$ cat src/hdl/wf3_pkg.sv
`timescale 1ns / 1ps
`default_nettype none

package wf3_pkg;

   localparam int WindowSize = 3;
   localparam int Taps       = WindowSize * WindowSize;
   localparam int PixWidth   = 8;
   localparam int ModeWidth  = 2;

   // filter_mode codes
   localparam logic [ModeWidth-1:0] MODE_EMBOSS  = 2'd0;
   localparam logic [ModeWidth-1:0] MODE_SHARPEN = 2'd1;
   localparam logic [ModeWidth-1:0] MODE_SOBEL   = 2'd2;
   localparam logic [ModeWidth-1:0] MODE_HOMOG   = 2'd3;

   localparam logic [PixWidth-1:0] EMBOSS_BIAS = 8'd128;
   localparam logic [PixWidth-1:0] HOMOG_BIAS  = 8'd60;

   typedef logic [PixWidth-1:0]  pix_type;
   typedef logic [ModeWidth-1:0] mode_type;

   // window in row-major order, index 0 is top-left
   typedef pix_type [Taps-1:0] window_type;

   // clamp a signed intermediate to 0..255
   function automatic pix_type clip14(input logic signed [13:0] v);
      pix_type r;
      if (v < 14'sd0) begin
         r = '0;
      end else if (v > 14'sd255) begin
         r = 8'hFF;
      end else begin
         r = v[7:0];
      end
      return r;
   endfunction

endpackage

`default_nettype wire

$ cat src/hdl/wf3_filter.sv
`timescale 1ns / 1ps
`default_nettype none

module wf3_filter
   import wf3_pkg::*;
(
   input  wire window_type win,
   input  wire mode_type   mode,
   output pix_type         pixel
);

   logic signed [13:0] wx [Taps];
   logic signed [13:0] emb_diff;
   logic signed [13:0] sharp_acc;
   logic signed [13:0] sob_v;
   logic signed [13:0] sob_h;
   logic        [8:0]  emb_sum;
   logic        [8:0]  sob_sum;
   logic        [8:0]  hom_sum;
   pix_type            emb_clip;
   pix_type            sob_v_clip;
   pix_type            sob_h_clip;
   pix_type            hom_max;
   pix_type            hom_diff [Taps];
   pix_type            emb_px;
   pix_type            sharp_px;
   pix_type            sob_px;
   pix_type            hom_px;

   always_comb begin
      for (int i = 0; i < Taps; i++) begin
         wx[i] = signed'({6'd0, win[i]});
      end
   end

   // emboss: bottom-right minus top-left, clip, bias, clip
   assign emb_diff = wx[8] - wx[0];
   assign emb_clip = clip14(emb_diff);
   assign emb_sum  = {1'b0, emb_clip} + {1'b0, EMBOSS_BIAS};
   assign emb_px   = emb_sum[8] ? 8'hFF : emb_sum[7:0];

   // sharpen: 9*center minus the eight neighbors
   assign sharp_acc = (wx[4] <<< 3) + wx[4]
                    - (wx[0] + wx[1] + wx[2] + wx[3])
                    - (wx[5] + wx[6] + wx[7] + wx[8]);
   assign sharp_px  = clip14(sharp_acc);

   // sobel: left column minus right column, bottom row minus top row
   assign sob_v = (wx[0] + (wx[3] <<< 1) + wx[6]) - (wx[2] + (wx[5] <<< 1) + wx[8]);
   assign sob_h = (wx[6] + (wx[7] <<< 1) + wx[8]) - (wx[0] + (wx[1] <<< 1) + wx[2]);
   assign sob_v_clip = clip14(sob_v);
   assign sob_h_clip = clip14(sob_h);
   assign sob_sum    = {1'b0, sob_v_clip} + {1'b0, sob_h_clip};
   assign sob_px     = sob_sum[8] ? 8'hFF : sob_sum[7:0];

   // homogeneity: largest |center - pixel|, plus bias, saturated
   always_comb begin
      hom_max = '0;
      for (int i = 0; i < Taps; i++) begin
         hom_diff[i] = (win[4] >= win[i]) ? (win[4] - win[i]) : (win[i] - win[4]);
         if (hom_diff[i] > hom_max) begin
            hom_max = hom_diff[i];
         end
      end
   end
   assign hom_sum = {1'b0, hom_max} + {1'b0, HOMOG_BIAS};
   assign hom_px  = hom_sum[8] ? 8'hFF : hom_sum[7:0];

   always_comb begin
      unique case (mode)
         MODE_EMBOSS:  pixel = emb_px;
         MODE_SHARPEN: pixel = sharp_px;
         MODE_SOBEL:   pixel = sob_px;
         MODE_HOMOG:   pixel = hom_px;
         default:      pixel = emb_px;
      endcase
   end

endmodule

`default_nettype wire

$ cat src/hdl/window_filter_3x3_core.sv
`timescale 1ns / 1ps
`default_nettype none

// 3x3 window filter core.
// Request channel (req_*): one 3x3 window of 8-bit pixels per request, packed
// row-major into req_tdata with the top-left pixel in bits [7:0] and the
// bottom-right pixel in bits [71:64].
// Response channel (rsp_*): one filtered 8-bit pixel per request, in order.
// csr_wr_en / csr_wr_data write filter_mode (0 emboss, 1 sharpen, 2 sobel,
// 3 homogeneity); write it only while no request is in flight.
// A request passes through the input register and then the result register,
// with the filter arithmetic between them, before rsp_tvalid rises.
// Throughput: one request per clock while the response side keeps up; the
// two register stages advance together, so the limit is the single result
// register drained once per cycle.
// Reset (synchronous, active high) empties both stages and sets filter_mode
// to emboss.
// When the receiver stalls, the response holds and both stages stay full;
// req_tready drops once the input stage has a request waiting behind it.
module window_filter_3x3_core
   import wf3_pkg::*;
(
   input  wire        clock,
   input  wire        reset,
   // req_tdata: pix_top_left, pix_top_mid, pix_top_right, pix_mid_left,
   // pix_center, pix_mid_right, pix_bot_left, pix_bot_mid, pix_bot_right
   input  wire        req_tvalid,
   output logic       req_tready,
   input  wire [71:0] req_tdata,
   // rsp_tdata: out_pixel
   output logic       rsp_tvalid,
   input  wire        rsp_tready,
   output logic [7:0] rsp_tdata,
   input  wire        csr_wr_en,
   input  wire [1:0]  csr_wr_data
);

   mode_type   mode_ff;
   logic       s1_valid_ff;
   window_type s1_win_ff;
   logic       rsp_valid_ff;
   pix_type    rsp_pixel_ff;
   pix_type    pixel_in;
   logic       advance;

   // both stages move together whenever the result register can take a value
   assign advance    = !rsp_valid_ff || rsp_tready;
   assign req_tready = advance || !s1_valid_ff;

   always_ff @(posedge clock) begin
      if (reset) begin
         mode_ff <= MODE_EMBOSS;
      end else if (csr_wr_en) begin
         mode_ff <= csr_wr_data;
      end
   end

   always_ff @(posedge clock) begin
      if (reset) begin
         s1_valid_ff <= 1'b0;
      end else if (req_tready) begin
         s1_valid_ff <= req_tvalid;
      end
   end

   always_ff @(posedge clock) begin
      if (req_tready && req_tvalid) begin
         s1_win_ff <= req_tdata;
      end
   end

   wf3_filter u_filter (
      .win   (s1_win_ff),
      .mode  (mode_ff),
      .pixel (pixel_in)
   );

   always_ff @(posedge clock) begin
      if (reset) begin
         rsp_valid_ff <= 1'b0;
      end else if (advance) begin
         rsp_valid_ff <= s1_valid_ff;
      end
   end

   always_ff @(posedge clock) begin
      if (advance && s1_valid_ff) begin
         rsp_pixel_ff <= pixel_in;
      end
   end

   assign rsp_tvalid = rsp_valid_ff;
   assign rsp_tdata  = rsp_pixel_ff;

`ifndef SYNTHESIS
   a_accept_fills_s1 : assert property (@(posedge clock) disable iff (reset)
      req_tvalid && req_tready |=> s1_valid_ff)
      else $error("accepted request did not reach input stage");

   a_s1_moves_out : assert property (@(posedge clock) disable iff (reset)
      s1_valid_ff && advance |=> rsp_valid_ff)
      else $error("input stage advanced without producing a response");

   a_ready_when_empty : assert property (@(posedge clock) disable iff (reset)
      !s1_valid_ff |-> req_tready)
      else $error("empty input stage refused a request");

   a_rsp_drops_on_take : assert property (@(posedge clock) disable iff (reset)
      $fell(rsp_valid_ff) && !$past(reset) |-> $past(rsp_tready) && !$past(s1_valid_ff))
      else $error("response lost without being taken");
`endif

endmodule

`default_nettype wire
$ cat config.mk
export PLATFORM = sky130hd
export DESIGN_NAME = window_filter_3x3_core
export DESIGN_NICKNAME = d
export VERILOG_FILES = /design/src/hdl/wf3_pkg.sv /design/src/hdl/wf3_filter.sv /design/src/hdl/window_filter_3x3_core.sv
export SDC_FILE = /design/constraint.sdc
export NUM_CORES = 1
export LEC_CHECK = 0
export ABC_CLOCK_PERIOD_IN_PS = 19700
export BUFFER_PORTS_ARGS = -buffer_cell sky130_fd_sc_hd__buf_2
export CORE_ASPECT_RATIO = 1.25
export CORE_MARGIN = 5
export CORE_UTILIZATION = 65
export DETAILED_ROUTE_END_ITERATION = 8
export PLACE_DENSITY = 0.84
export RECOVER_POWER = 50
export SYNTH_ARGS = -nofsm -noshare
export SYNTH_HDL_FRONTEND = slang
export SYNTH_SLANG_ARGS = --single-unit
$ cat constraint.sdc
create_clock -name clock -period 19.7 [get_ports clock]
set_input_delay 3.94 -clock clock [delete_from_list [all_inputs] [get_ports clock]]
set_output_delay 3.94 -clock clock [all_outputs]
set_load 0.01 [all_outputs]
==> impl_results.md <==
- Status: finished, final reports clean
- Tcrit/Tclk final: 0.9388
- Antenna cells: 0
- Root Buffer Master: clkbuf_16
- Hold Crit Start: s1_valid_ff
- CTS tree: built
- Crit-path most repeated cell: a21o_1
- Die X: 149.8 microns
- Hold Path Stages: 2
- CP max stage delay: 0.85 ns
- Row cnt: 64
- Layout cells sized above 1: 0.09399
- Syn Area/Cell: 9.143 sq um
- Hold Path Sink: rsp_tvalid
- Startpoint Class: flip-flop
- Clk sink count: 84
- Unique masters post-synth: 92
- Crit Path Category: flip-flop to flip-flop
- Routed WL per cell: 21.05 microns
- Yosys reg bits: 84
- Total Die Area: 27660 sq um
- Achievable Freq: 54.07 MHz
- HPWL Detailed: 37.21 mm
- Skew final: 0.01147 ns
- Global route total overflow: 0
- Worst Path Max Fanout: 20
- Placement Cell Area: 16700 sq um
- Most frequent cells in the layout: ha_1, inv_1, a21oi_1
- Design Area, Final: 17040 sq um
- Worst Path Required: 19.80 ns
- Worst Hold Class: flip-flop to flip-flop
- Area added between synthesis and finish: 7.371%
- Initial DRT Pass Iterations: 5
- DRC viols: 0
- H-tree depth: 3
- Clock buffer count from CTS: 9
- Worst setup margin: 1.206 ns
- Number of I/O pins: 89
- PortBufs: 88
- Worst path buffer plus inverter count: 6
- Sequential cell area fraction in the yosys report: 0.1564
- Fin. Hold Viols: 0
- Maxcap violations: 0
- Die H: 184.7 microns
- Clk slew on worst S/H paths: 0.07 ns
- R2R depth: 78
- Hold_buf cts: 0
- Routability-driven placement congestion ratio: 0.9855
- Final net count: 2285
- Net Count, Synth: 2196
- Slew headroom: 0.3416
- Place WS: 1.046 ns
- RSZ-0062 raised after global routing: no
- Gate Count Post-Synth: 1736
- Worst-Margin Slew: 0.9876 ns
- Top_reg_cell synth: edfxtp_1
- FFs w/ async S/R, synth: 0
- Via density: 6.187
- Reg-to-reg endpoint: rsp_tdata[3]
- Crit path DAT: 18.59 ns
- Maximum number of pins on one net before global-route repair: 73
- Vias in the first global route: 13490
- GRT Overall Usage: 0.3331
- Crit-path slowest cell: edfxtp_1
- Routed WL: 45.46 mm
- Worst reg2reg startpoint: s1_win_ff[35]
- Flop2flop setup slack: 1.21 ns
- First-pass GRT wire length: 70.75 mm
- Max Slew Vio Count: 0
- Commonest non-fill, non-tap cell in the layout: ha_1
- Core ar.: 24260 sq um
- CP Capture Type: flip-flop
- Clk Latency, worst-skew pair: 0.37 ns
- Mapped Area: 15870 sq um
- Antenna violations before repair: 0
- Synth Warn #: 0
- Vias: 13360
- Max Buffers Root-to-Sink: 2
- Crit-path leading delay family: compound AO/OA/AOI/OAI gates
- Initial Utilization: 0.6541
- Initial drt markers: 815
- Final Util: 0.7024
- Routed Antenna Nets: 0
- Setup-failing EPs final: 0
- Setup TNS: 0 ns
- Post-layout min period: 18.49 ns
- EDFF count, synth: 80
kinds of logic after synthesis:
logic type / after synthesis / synth area share
buf+inv: 304 / 0.07371
mux: 90 / 0.06078
xor+xnor: 130 / 0.07221
simple gates: 258 / 0.08419
flops: 84 / 0.1564
compound gates: 488 / 0.2053
fa+ha+maj: 382 / 0.3474
through the flow:
step           cells  hold WS, ns
6_report        2160       0.5168
3_3_place_gp    2143       0.4934
2_1_floorplan   1736       0.4778
4_1_cts         2159       0.5156
5_1_grt         2160       0.5604
3_5_place_dp    2143       0.5031
sequential cells by signal (all words and copies together), names as in the netlist:
signal,cells
mode_ff,2
rsp_tdata,8
rsp_tvalid,1
s1_valid_ff,1
s1_win_ff,72
final cells by class:
class | instances | area [sq um]
clock buffer | 9 | 225.2
clock inverter | 7 | 87.58
sequential | 84 | 2482
fill | 1916 | 7222
tap | 330 | 412.9
timing repair buffer | 101 | 526.8
multi-input combinational | 1348 | 12250
inverter | 281 | 1059
worst reg2reg max path, delay by kind of cell (launching register included):
kind | cells | cell delay (ns)
AOI/OAI and AO/OA | 39 | 7.35
and+or+nand+nor | 18 | 4.16
adders and majority gates | 9 | 2.79
muxes | 5 | 1.74
buffers and inverters | 6 | 1.17
DFF | 1 | 0.85
xor gates and xnor gates | 1 | 0.15
Yosys cell counts, types with 14 or more instances:
library cell | count | area (sq um)
a21o_1 | 72 | 540.5
a21oi_1 | 160 | 800.8
clkbuf_1 | 16 | 60.06
edfxtp_1 | 80 | 2402
fa_1 | 98 | 1962
ha_1 | 283 | 3541
inv_1 | 280 | 1051
mux2_2 | 22 | 247.7
mux2i_1 | 61 | 610.6
nand2_1 | 73 | 274.0
nand2b_1 | 14 | 87.58
nand3_1 | 18 | 90.09
nor2_1 | 49 | 183.9
nor2b_1 | 27 | 168.9
nor3_1 | 15 | 75.07
o21a_1 | 27 | 202.7
o21ai_0 | 78 | 390.4
o21bai_1 | 39 | 292.8
xnor2_1 | 93 | 814.5
xor2_1 | 36 | 315.3
routing by layer:
layer / wire length [microns] / global-route usage
met1: 17840 / 0.4041
met2: 21070 / 0.5484
met3: 2826 / 0.04058
met4: 3726 / 0.2354
met5: 0 / 0
worst max path at each step:
stage / slack [ns] / to / startpoint / cells past startpoint
global placement: 1.78 / rsp_tdata[2] / s1_win_ff[32] / 82
finish: 1.21 / rsp_tdata[3] / s1_win_ff[35] / 78
detailed placement: 1.05 / rsp_tdata[2] / s1_win_ff[32] / 83
global route: 0.08 / rsp_tdata[2] / s1_win_ff[35] / 81
floorplan: 2.66 / rsp_tdata[2] / s1_win_ff[33] / 82
CTS: 0.96 / rsp_tdata[2] / s1_win_ff[32] / 83
what timing repair did:
action | in CTS | in global routing
buffers inserted | 0 | 1
setup endpoints to repair | 0 | 8
hold endpoints to repair | 0 | 0
resized for setup | 0 | 6
Power is left out: the tool's default activity adds up to more than one toggle a clock period on the data nets, which glitch-free logic cannot reach.
